<file path="config.mk">
export PLATFORM = sky130hd
export DESIGN_NAME = nal_length_prefix_to_start_code_top
export DESIGN_NICKNAME = d
export VERILOG_FILES = /design/src/rtl/core/nlsc_pkg.sv /design/src/rtl/core/nlsc_front.sv /design/src/rtl/core/nlsc_queue.sv /design/src/rtl/core/nlsc_back.sv /design/src/rtl/core/nal_length_prefix_to_start_code_top.sv
export SDC_FILE = /design/constraint.sdc
export NUM_CORES = 1
export LEC_CHECK = 0
export ABC_AREA = 0
export BUFFER_PORTS_ARGS = -buffer_cell sky130_fd_sc_hd__buf_2
export CORE_ASPECT_RATIO = 2
export CORE_MARGIN = 2
export CORE_UTILIZATION = 50
export CTS_CLUSTER_DIAMETER = 150
export DETAILED_ROUTE_END_ITERATION = 8
export GPL_ROUTABILITY_DRIVEN = 0
export GPL_TIMING_DRIVEN = 1
export PLACE_DENSITY = 0.67
export RECOVER_POWER = 100
export SLEW_MARGIN = 20
export SYNTH_ARGS = -nofsm -noshare
export SYNTH_HDL_FRONTEND = slang
export SYNTH_SLANG_ARGS = --single-unit
export TNS_END_PERCENT = 10
</file>
<file path="constraint.sdc">
create_clock -name aclk -period 6.5 [get_ports aclk]
set_clock_uncertainty 0.2 [all_clocks]
set_input_delay 1.3 -clock aclk [delete_from_list [all_inputs] [get_ports aclk]]
set_output_delay 1.3 -clock aclk [all_outputs]
set_load 0.05 [all_outputs]
</file>
<file path="src/rtl/core/nlsc_pkg.sv">
// nlsc_pkg: shared types and constants of the length-prefix to start-code converter
// used by every module under rtl/core, depends on nothing
`default_nettype none

package nlsc_pkg;

    localparam int QUEUE_DEPTH_DEF = 4;

    localparam logic [7:0] SC_ZERO = 8'h00;
    localparam logic [7:0] SC_ONE  = 8'h01;

    // start code is four bytes, step index of its last byte
    localparam logic [2:0] SC_LEN       = 3'd4;
    localparam logic [2:0] SC_LAST_STEP = 3'd3;

    localparam logic [2:0] PREFIX_MIN = 3'd1;
    localparam logic [2:0] PREFIX_MAX = 3'd4;

    typedef enum logic {
        REG_WRAPPED_MODE = 1'b0,
        REG_PREFIX_BYTES = 1'b1
    } reg_index_t;

    typedef struct packed {
        logic       wrapped_mode;
        logic [2:0] prefix_bytes;
    } cfg_t;

    typedef struct packed {
        logic [7:0] in_byte;
        logic       packet_end;
    } in_word_t;

    typedef struct packed {
        logic [7:0] out_byte;
        logic       byte_valid;
        logic       unit_start;
        logic       truncated;
        logic       last_of_run;
    } out_word_t;

    // one queue entry: what the back end has to emit for one input word
    typedef struct packed {
        logic [7:0] data_byte;
        logic       has_data;
        logic       has_sc;
        logic       has_trunc;
    } cmd_t;

endpackage

`default_nettype wire

</file>
<file path="src/rtl/core/nlsc_front.sv">
// nlsc_front: accepts input words, tracks prefix and payload state, issues commands
// depends on nlsc_pkg
`default_nettype none

module nlsc_front
    import nlsc_pkg::*;
(
    input  wire logic     aclk,
    input  wire logic     aresetn,
    input  wire cfg_t     cfg,
    input  wire logic     accept,
    input  wire in_word_t in_word,
    output logic          push,
    output cmd_t          cmd
);

    logic        in_payload_reg,   in_payload_next;
    logic [1:0]  prefix_count_reg, prefix_count_next;
    logic [31:0] length_accum_reg, length_accum_next;
    logic [31:0] bytes_left_reg,   bytes_left_next;

    logic [2:0]  need;
    logic [2:0]  have;
    logic [31:0] acc;
    logic [31:0] bl_dec;

    always_comb begin
        if (cfg.prefix_bytes < PREFIX_MIN) begin
            need = PREFIX_MIN;
        end else if (cfg.prefix_bytes > PREFIX_MAX) begin
            need = PREFIX_MAX;
        end else begin
            need = cfg.prefix_bytes;
        end
    end

    assign have   = {1'b0, prefix_count_reg} + 3'd1;
    assign acc    = {length_accum_reg[23:0], in_word.in_byte};
    assign bl_dec = bytes_left_reg - 32'd1;

    always_comb begin
        in_payload_next   = in_payload_reg;
        prefix_count_next = prefix_count_reg;
        length_accum_next = length_accum_reg;
        bytes_left_next   = bytes_left_reg;
        cmd.data_byte     = in_word.in_byte;
        cmd.has_data      = 1'b0;
        cmd.has_sc        = 1'b0;
        cmd.has_trunc     = 1'b0;

        if (!cfg.wrapped_mode) begin
            cmd.has_data = 1'b1;
        end else if (in_payload_reg) begin
            cmd.has_data    = 1'b1;
            bytes_left_next = bl_dec;
            in_payload_next = (bl_dec != 32'd0);
            cmd.has_trunc   = in_word.packet_end && (bl_dec != 32'd0);
        end else if (have >= need) begin
            cmd.has_sc        = 1'b1;
            in_payload_next   = (acc != 32'd0);
            if (acc != 32'd0) begin
                bytes_left_next = acc;
            end
            prefix_count_next = 2'd0;
            length_accum_next = 32'd0;
            cmd.has_trunc     = in_word.packet_end && (acc != 32'd0);
        end else begin
            prefix_count_next = have[1:0];
            length_accum_next = acc;
            cmd.has_trunc     = in_word.packet_end;
        end

        if (in_word.packet_end) begin
            in_payload_next   = 1'b0;
            prefix_count_next = 2'd0;
            length_accum_next = 32'd0;
            bytes_left_next   = 32'd0;
        end
    end

    assign push = accept && (cmd.has_data || cmd.has_sc || cmd.has_trunc);

    always_ff @(posedge aclk) begin
        if (!aresetn) begin
            in_payload_reg   <= 1'b0;
            prefix_count_reg <= 2'd0;
            length_accum_reg <= 32'd0;
            bytes_left_reg   <= 32'd0;
        end else if (accept) begin
            in_payload_reg   <= in_payload_next;
            prefix_count_reg <= prefix_count_next;
            length_accum_reg <= length_accum_next;
            bytes_left_reg   <= bytes_left_next;
        end
    end

`ifndef ASSERT_OFF
    a_payload_no_prefix: assert property (@(posedge aclk) disable iff (!aresetn)
        in_payload_reg |-> (prefix_count_reg == 2'd0))
        else $error("prefix count nonzero inside payload");
`endif

endmodule

`default_nettype wire

</file>
<file path="src/rtl/core/nlsc_queue.sv">
// nlsc_queue: short command queue between front and back end
// depends on nlsc_pkg
`default_nettype none

module nlsc_queue
    import nlsc_pkg::*;
#(
    parameter int DEPTH = QUEUE_DEPTH_DEF
) (
    input  wire logic aclk,
    input  wire logic aresetn,
    input  wire logic push,
    input  wire cmd_t push_cmd,
    input  wire logic pop,
    output logic      full,
    output logic      empty,
    output cmd_t      head
);

    localparam int PTR_W = (DEPTH > 1) ? $clog2(DEPTH) : 1;
    localparam int CNT_W = $clog2(DEPTH + 1);

    cmd_t             entry_reg [DEPTH];
    logic [PTR_W-1:0] wr_ptr_reg, wr_ptr_next;
    logic [PTR_W-1:0] rd_ptr_reg, rd_ptr_next;
    logic [CNT_W-1:0] count_reg,  count_next;

    assign full  = (count_reg == CNT_W'(DEPTH));
    assign empty = (count_reg == '0);
    assign head  = entry_reg[rd_ptr_reg];

    always_comb begin
        wr_ptr_next = wr_ptr_reg;
        rd_ptr_next = rd_ptr_reg;
        if (push) begin
            wr_ptr_next = (wr_ptr_reg == PTR_W'(DEPTH - 1)) ? '0 : wr_ptr_reg + PTR_W'(1);
        end
        if (pop) begin
            rd_ptr_next = (rd_ptr_reg == PTR_W'(DEPTH - 1)) ? '0 : rd_ptr_reg + PTR_W'(1);
        end
        count_next = count_reg + CNT_W'(push) - CNT_W'(pop);
    end

    always_ff @(posedge aclk) begin
        if (!aresetn) begin
            wr_ptr_reg <= '0;
            rd_ptr_reg <= '0;
            count_reg  <= '0;
        end else begin
            wr_ptr_reg <= wr_ptr_next;
            rd_ptr_reg <= rd_ptr_next;
            count_reg  <= count_next;
        end
    end

    always_ff @(posedge aclk) begin
        if (push) begin
            entry_reg[wr_ptr_reg] <= push_cmd;
        end
    end

`ifndef ASSERT_OFF
    a_no_overflow: assert property (@(posedge aclk) disable iff (!aresetn)
        !(push && full))
        else $error("push into full queue");
    a_no_underflow: assert property (@(posedge aclk) disable iff (!aresetn)
        !(pop && empty))
        else $error("pop from empty queue");
`endif

endmodule

`default_nettype wire

</file>
<file path="src/rtl/core/nlsc_back.sv">
// nlsc_back: expands queued commands into result words through an output register
// depends on nlsc_pkg
`default_nettype none

module nlsc_back
    import nlsc_pkg::*;
(
    input  wire logic aclk,
    input  wire logic aresetn,
    input  wire logic cmd_valid,
    input  wire cmd_t cmd,
    output logic      pop,
    output logic      m_valid,
    input  wire logic m_ready,
    output out_word_t m_data
);

    logic      [2:0] step_reg, step_next;
    logic            m_valid_reg, m_valid_next;
    out_word_t       m_data_reg;
    out_word_t       word;

    logic [2:0] base_len;
    logic [2:0] total;
    logic       load;
    logic       emit;
    logic       is_last;

    always_comb begin
        if (cmd.has_data) begin
            base_len = 3'd1;
        end else if (cmd.has_sc) begin
            base_len = SC_LEN;
        end else begin
            base_len = 3'd0;
        end
    end

    assign total   = base_len + {2'b00, cmd.has_trunc};
    assign load    = !m_valid_reg || m_ready;
    assign emit    = cmd_valid && load;
    assign is_last = (step_reg == total - 3'd1);
    assign pop     = emit && is_last;

    always_comb begin
        word.out_byte    = SC_ZERO;
        word.byte_valid  = 1'b0;
        word.unit_start  = 1'b0;
        word.truncated   = 1'b0;
        word.last_of_run = is_last;
        if (step_reg < base_len) begin
            word.byte_valid = 1'b1;
            if (cmd.has_data) begin
                word.out_byte = cmd.data_byte;
            end else begin
                word.out_byte   = (step_reg == SC_LAST_STEP) ? SC_ONE : SC_ZERO;
                word.unit_start = (step_reg == 3'd0);
            end
        end else begin
            word.truncated = 1'b1;
        end
    end

    assign step_next    = emit ? (is_last ? 3'd0 : step_reg + 3'd1) : step_reg;
    assign m_valid_next = load ? emit : m_valid_reg;

    always_ff @(posedge aclk) begin
        if (!aresetn) begin
            step_reg    <= 3'd0;
            m_valid_reg <= 1'b0;
        end else begin
            step_reg    <= step_next;
            m_valid_reg <= m_valid_next;
        end
    end

    always_ff @(posedge aclk) begin
        if (emit) begin
            m_data_reg <= word;
        end
    end

    assign m_valid = m_valid_reg;
    assign m_data  = m_data_reg;

`ifndef ASSERT_OFF
    a_pop_marks_last: assert property (@(posedge aclk) disable iff (!aresetn)
        pop |=> (m_valid_reg && m_data_reg.last_of_run))
        else $error("command retired without last_of_run word");
    a_step_in_range: assert property (@(posedge aclk) disable iff (!aresetn)
        (step_reg <= SC_LEN) && (!cmd_valid || step_reg < total || total == 3'd0))
        else $error("step counter beyond command length");
`endif

endmodule

`default_nettype wire

</file>
<file path="src/rtl/core/nal_length_prefix_to_start_code_top.sv">
// converter top: length-prefixed nal units to start-code framed byte stream
// first result word passes through the command queue and then the output register
// one input word per cycle; one output word per cycle while m_ready is high, a start code
// takes four output words (five with a truncation flag), absorbed by the command queue
// input stalls only when the queue of QUEUE_DEPTH commands is full
// synchronous active-low reset clears state, queue, output, wrapped_mode 0, prefix_bytes 4
// depends on nlsc_pkg, nlsc_front, nlsc_queue, nlsc_back
`default_nettype none

module nal_length_prefix_to_start_code_top
    import nlsc_pkg::*;
#(
    parameter int QUEUE_DEPTH = QUEUE_DEPTH_DEF
) (
    input  wire logic       aclk,
    input  wire logic       aresetn,
    input  wire logic       cfg_wr_en,
    input  wire logic       cfg_index,
    input  wire logic [2:0] cfg_wdata,
    input  wire logic       s_valid,
    output logic            s_ready,
    input  wire in_word_t   s_data,
    output logic            m_valid,
    input  wire logic       m_ready,
    output out_word_t       m_data
);

    cfg_t cfg_reg;
    logic accept;
    logic push;
    cmd_t push_cmd;
    logic pop;
    logic full;
    logic empty;
    cmd_t head;

    always_ff @(posedge aclk) begin
        if (!aresetn) begin
            cfg_reg.wrapped_mode <= 1'b0;
            cfg_reg.prefix_bytes <= PREFIX_MAX;
        end else if (cfg_wr_en) begin
            unique case (reg_index_t'(cfg_index))
                REG_WRAPPED_MODE: cfg_reg.wrapped_mode <= cfg_wdata[0];
                REG_PREFIX_BYTES: cfg_reg.prefix_bytes <= cfg_wdata;
            endcase
        end
    end

    assign s_ready = !full;
    assign accept  = s_valid && s_ready;

    nlsc_front u_front (
        .aclk    (aclk),
        .aresetn (aresetn),
        .cfg     (cfg_reg),
        .accept  (accept),
        .in_word (s_data),
        .push    (push),
        .cmd     (push_cmd)
    );

    nlsc_queue #(
        .DEPTH (QUEUE_DEPTH)
    ) u_queue (
        .aclk     (aclk),
        .aresetn  (aresetn),
        .push     (push),
        .push_cmd (push_cmd),
        .pop      (pop),
        .full     (full),
        .empty    (empty),
        .head     (head)
    );

    nlsc_back u_back (
        .aclk      (aclk),
        .aresetn   (aresetn),
        .cmd_valid (!empty),
        .cmd       (head),
        .pop       (pop),
        .m_valid   (m_valid),
        .m_ready   (m_ready),
        .m_data    (m_data)
    );

endmodule

`default_nettype wire

</file>
==> impl_results.md, run 1 <==
- Reg2reg path depth: 6
- Worst vdd ir: 328 µV
- DRC Markers: 0
- P_leak: 0.00262 µW
- Final Hold Fails: 0
- Hold Path Origin: cfg_reg[0]$_SDFFE_PN0P_
- FF+latch count, synth: 132
- Row cnt: 58
- Minimum clock period: 4900 ps
- Synth Area per Inst: 10.1 µm²
- Initial antenna violation count: 0
- Post-synthesis cell type count: 65
- Max Slew Vio Count: 120
- RSZ-0062 raised after global routing: false
- Total iterations of the first detailed-routing run: 5
- First-pass GRT wire length: 25700 µm
- Top cells by area, synth: edfxtp_1 (26%), dfxtp_1 (24%), nor2_1 (5.5%), a22oi_1 (4.9%), mux4_2 (3.9%)
- Register area share after synthesis: 0.500
- Root Buffer: clkbuf_16
- Combinational power share: 0.224
- GRT Overall Usage: 0.245
- Max-cap viol count: 2
- CTS buffer count: 17
- Die width: 84.0 µm
- YS warnings: 0
- Post-synthesis async set-or-reset flop share: 0
- Clock power share: 0.367
- Vias in the first global route: 4895
- Crit share post-route: 0.754
- Die Y: 164 µm
- Top Ports: 32
- Mapped Cells: 633
- Gr ovfl total: 0
- CP Capture Type: register
- Hold endpoint: cfg_reg[0]$_SDFFE_PN0P_
- Final Util: 0.570
- Violated checks: max-capacitance violations, max-slew violations
- Pint: 1660 µW
- IO Port Bufs: 31
- Via density: 6.10
- Reg2reg start: u_front.in_payload_reg$_SDFFE_PN0P_
- Clock sink total: 132
- Nets: 686
- Setup_tns: 0 ps
- Flop-to-flop setup slack: 1600 ps
- CTS tree: done
- Power per cell area: 354 nW/µm²
- Overall power: 2530 µW
- Iteration-0 DRC Markers: 345
- CP Class: register to register
- Clock latency on the worst-skew pair: 430 ps
- Synth Cell Area: 6400 µm²
- Reg clk slew, reported paths: 70 ps
- Status: finished, violations left
- FF-to-FF End: u_front.bytes_left_reg[23]$_SDFFE_PN0P_
- P_sw: 869 µW
- Post-CTS Setup Bufs: 0
- Hold depth: 2
- Worst EP required: 6620 ps
- Largest net degree at the start of global routing: 62
- Top cells by count, synth: nor2_1 (93), dfxtp_1 (76), edfxtp_1 (56)
- Worst hold path type: register to register
- Syn Nets: 670
- Sw frac: 0.343
- Final setup vio count: 0
- Crit-path max FO: 57
- Synth top area share: 0.263
- Routed Wire Length: 16200 µm
- Peak Freq: 204 MHz
- Post-CTS Resized: 0
- Sequential group share of total power: 0.409
- CP Data Arrival Time: 5020 ps
- Final ANT Viol Nets: 0
- Fraction of layout cells with a size suffix above 1: 0.107
- Vias: 4953
- ANT cells: 0
- Tightest Pin Transition: 2760 ps
- CTS Hold Bufs: 0
- Core area: 12600 µm²
- Die Area: 13800 µm²
- Slew margin rel.: -0.841
- Synthesis-to-finish area growth: 11.9%
- Dominant synthesized flop cell: dfxtp_1
- H-Tree Depth: 4
- EDFF count, synth: 56
- Starting Density: 0.510
- Max reg flops: 44
- DPL Wire Length: 11600 µm
- Cell taking the most area after synthesis: edfxtp_1
- Wire per inst: 20.0 µm
- Clock Tree Buf Depth: 2
- Crit start category: register
- Most common cell in the netlist: nor2_1
worst max path at each step:
| stage | startpoint | to | slack, ps | cells after the start |
|---|---|---|---|---|
| after floorplan | register | u_queue.count_reg[1]$_SDFF_PN0_ | 3060 | 14 |
| after global placement | s_data[3] | u_front.bytes_left_reg[16]$_SDFFE_PN0P_ | 2250 | 9 |
| after detailed placement | s_data[2] | u_front.bytes_left_reg[16]$_SDFFE_PN0P_ | 2160 | 9 |
| after CTS | register | u_queue.count_reg[1]$_SDFF_PN0_ | 2520 | 12 |
| after global routing | u_front.in_payload_reg$_SDFFE_PN0P_ | u_front.bytes_left_reg[23]$_SDFFE_PN0P_ | 1130 | 6 |
| final | u_front.in_payload_reg$_SDFFE_PN0P_ | u_front.bytes_left_reg[23]$_SDFFE_PN0P_ | 1600 | 6 |
layout make-up:
type                            count  area, µm²
Tap cell                          150        188
Sequential cell                   132       3200
Clock inverter                     15        161
Fill cell                        1092       5390
Multi-Input combinational cell    433       2910
Inverter                           28        105
Clock buffer                       17        425
Timing Repair Buffer               37        166
layer usage:
layer	up-vias	track usage	share of wire
met4	0	0.180	0.068
met5	-	0	0
met3	49	0.0432	0.031
met1	2405	0.236	0.34
li1	2350	-	-
met2	149	0.457	0.56
per-stage QoR:
step,hold slack [ps],instance area [µm²],worst slack (ps),std cells
finish,273,7160,1600,812
global route,292,7160,1130,812
CTS,277,7210,2520,811
detailed placement,267,6620,2160,779
global placement,251,6620,2250,779
floorplan,236,6400,3060,633
worst max-delay path, stage by stage (launching register included):
cell and delay, ps:
dfxtp_1 430, clkbuf_1 1790, o21ai_0 600, nor3_1 1150, buf_8 270, o211ai_1 110
a21oi_1 230
cells in the final DEF (no fill, tap or decap), types with 4 or more instances in the layout:
cell type	count
buf_2	7
dfxtp_1	76
and2_0	6
inv_8	4
inv_1	27
a21oi_1	43
a22oi_1	42
nor4_1	17
o21ai_0	20
clkbuf_16	17
or4_1	4
and3_1	10
inv_6	4
mux4_2	11
mux2i_1	8
mux2_2	5
nand4_1	5
nand2b_1	5
nand3_1	11
clkbuf_1	27
xor2_1	6
nand2_1	27
or3_1	10
a2111o_1	4
nor3_1	13
edfxtp_1	56
xnor2_1	17
nor2_1	93
a21o_1	5
ha_1	18
nor2b_1	5
power by group through the flow:
stage | logic (µW) | registers [µW] | clock network (µW)
CTS | 589 | 1040 | 947
detailed placement | 587 | 1050 | 0
global placement | 572 | 1050 | 0
global route | 618 | 1040 | 983
floorplan | 310 | 1180 | 0
finish | 567 | 1030 | 930
logic make-up (layout without fill, tap and decap cells):
kind of cell | Yosys count | after routing | synth area share
buffers and inverters | 68 | 97 | 0.0438
adder cells (fa/ha/maj) | 19 | 19 | 0.0383
AO/OA/AOI/OAI | 135 | 135 | 0.138
AND/OR/NAND/NOR | 232 | 232 | 0.188
flip-flops | 132 | 132 | 0.500
multiplexers | 24 | 24 | 0.0600
XOR/XNOR | 23 | 23 | 0.0315
(Power assumes the default switching activity.)
==> inputs of run 2 (changes only) <==
==> constraint.sdc (replaced) <==
create_clock -name aclk -period 5.1 [get_ports aclk]
set_clock_uncertainty 0.2 [all_clocks]
set_input_delay 1.02 -clock aclk [delete_from_list [all_inputs] [get_ports aclk]]
set_output_delay 1.02 -clock aclk [all_outputs]
set_load 0.05 [all_outputs]
==> run 2 against run 1 <==
The flow still finishes with violations (max-capacitance violations, max-slew violations). Largest power group unchanged. Core utilization rose by 0.10 points. Clock power up 27%. Critical path depth grew 2.
==> impl_results.md, run 2 (synthesis results as in run 1) <==
- ANT cells: 0 (unchanged)
- P_leak: 0.00263 µW (was 0.00262 µW)
- Final setup vio count: 0 (unchanged)
- Synthesis-to-finish area growth: 12.1% (was 11.9%)
- Crit share post-route: 0.826 (was 0.754)
- Worst hold path type: register to register (unchanged)
- Final Hold Fails: 0 (unchanged)
- CP Class: register to register (unchanged)
- Slew margin rel.: -0.265 (was -0.841)
- Post-CTS Setup Bufs: 0 (unchanged)
- GRT Overall Usage: 0.246 (was 0.245)
- CP Capture Type: register (unchanged)
- Worst vdd ir: 421 µV (was 328 µV)
- Fraction of layout cells with a size suffix above 1: 0.108 (was 0.107)
- Routed Wire Length: 16200 µm (about the same)
- Starting Density: 0.510 (unchanged)
- Root Buffer: clkbuf_16 (unchanged)
- Via density: 6.13 (was 6.10)
- Peak Freq: 237 MHz (was 204 MHz)
- Wire per inst: 19.9 µm (was 20.0 µm)
- RSZ-0062 raised after global routing: false (unchanged)
- CTS tree: done (unchanged)
- Clock sink total: 132 (unchanged)
- Most frequent cells in the layout: nor2_1 (93), dfxtp_1 (75), edfxtp_1 (56) (was nor2_1 (93), dfxtp_1 (76), edfxtp_1 (56))
- Finished Layout Cells: 814 (was 812)
- Initial antenna violation count: 0 (unchanged)
- Minimum clock period: 4210 ps (was 4900 ps)
- Die Y: 164 µm (unchanged)
- Final ANT Viol Nets: 0 (unchanged)
- Die Area: 13800 µm² (unchanged)
- Power per cell area: 449 nW/µm² (was 354 nW/µm²)
- First-pass GRT wire length: 25900 µm (was 25700 µm)
- Top Ports: 32 (unchanged)
- Worst EP required: 5170 ps (was 6620 ps)
- Status: finished, violations left (unchanged)
- CTS buffer count: 17 (unchanged)
- Gr ovfl total: 0 (unchanged)
- Core area: 12600 µm² (unchanged)
- Total iterations of the first detailed-routing run: 5 (unchanged)
- CTS Hold Bufs: 0 (unchanged)
- Reg clk slew, reported paths: 60 ps (was 70 ps)
- Iteration-0 DRC Markers: 403 (was 345)
- Violated checks: max-capacitance violations, max-slew violations (unchanged)
- DPL Wire Length: 11900 µm (was 11600 µm)
- Post-CTS Resized: 0 (unchanged)
- Crit start category: register (unchanged)
- Max-cap viol count: 2 (unchanged)
- H-Tree Depth: 4 (unchanged)
- Vias: 4986 (was 4953)
- Vias in the first global route: 5036 (was 4895)
- Inst Count DP: 782 (was 779)
- Fillers: 1087 (was 1092)
- Row cnt: 58 (unchanged)
- Max Slew Vio Count: 84 (was 120)
- Max reg flops: 44 (unchanged)
- Die width: 84.0 µm (unchanged)
- IO Port Bufs: 31 (unchanged)
- Most common cell after layout, fill and taps aside: nor2_1 (unchanged)
- Clock Tree Buf Depth: 2 (unchanged)
- Crit-path max FO: 42 (was 57)
- Clock latency on the worst-skew pair: 420 ps (was 430 ps)
- Nets: 688 (was 686)
- DRC Markers: 0 (unchanged)
- Setup_tns: 0 ps (unchanged)
- Largest net degree at the start of global routing: 43 (was 62)
- CP Data Arrival Time: 4280 ps (was 5020 ps)
- Tightest Pin Transition: 1900 ps (was 2760 ps)
==> run 2: layout make-up <==
cell class	instances	area [µm²]	area share
multi-input combinational	433	2920	0.407
timing repair buffer	39	170	0.0237
tap	150	188	0.0262
inverter	28	105	0.0146
clock buffer	17	425	0.0593
clock inverter	15	164	0.0228
sequential	132	3200	0.447
==> run 2: report_power, final <==
part | total [µW] | internal [µW] | switching (µW) | leakage, µW
logic | 727 | 216 | 511 | 0.00122
registers | 1310 | 1250 | 61.2 | 0.00114
clock network | 1180 | 651 | 532 | 0.000280
total | 3220 | 2120 | 1100 | 0.00263
==> run 2: metrics by stage <==
| stage | cell area, µm² | hold WS, ps | utilization | power (µW) | setup WS, ps |
|---|---|---|---|---|---|
| floorplan | 6400 | 236 | - | 1890 | 1660 |
| global placement | 6650 | 250 | 0.529 | 2070 | 1320 |
| detailed placement | 6650 | 269 | 0.529 | 2090 | 1250 |
| CTS | 7240 | 281 | 0.576 | 3260 | 1230 |
| global route | 7170 | 298 | 0.571 | 3360 | 499 |
| finish | 7170 | 278 | 0.571 | 3220 | 887 |
==> run 2: critical path, cell delays in order, from the launching register on <==
cell and delay (ps):
dfxtp_2 590, clkbuf_1 1250, nor2_1 220, o211ai_1 250
clkbuf_1 900, nor3b_1 130, buf_4 280, a22oi_1 170
nor2_1 70
==> run 2: worst paths after layout <==
path | from | endpoint | slack, ps | depth (start not counted)
max | u_front.in_payload_reg$_SDFFE_PN0P_ | u_front.length_accum_reg[15]$_SDFFE_PN0P_ | 890 | 8
min | u_back.m_valid$_SDFFE_PN0N_ | u_back.m_valid$_SDFFE_PN0N_ | 280 | 2
max reg2reg | u_front.in_payload_reg$_SDFFE_PN0P_ | u_front.length_accum_reg[15]$_SDFFE_PN0P_ | 890 | 8
min reg2reg | u_back.m_valid$_SDFFE_PN0N_ | u_back.m_valid$_SDFFE_PN0N_ | 280 | 2
==> run 2: per-layer routing <==
layer	vias up	routed length, µm	global-route usage
met2	144	9110	0.481
met3	57	555	0.0417
met4	0	1060	0.153
met1	2427	5490	0.230
li1	2358	-	-
met5	-	0	0
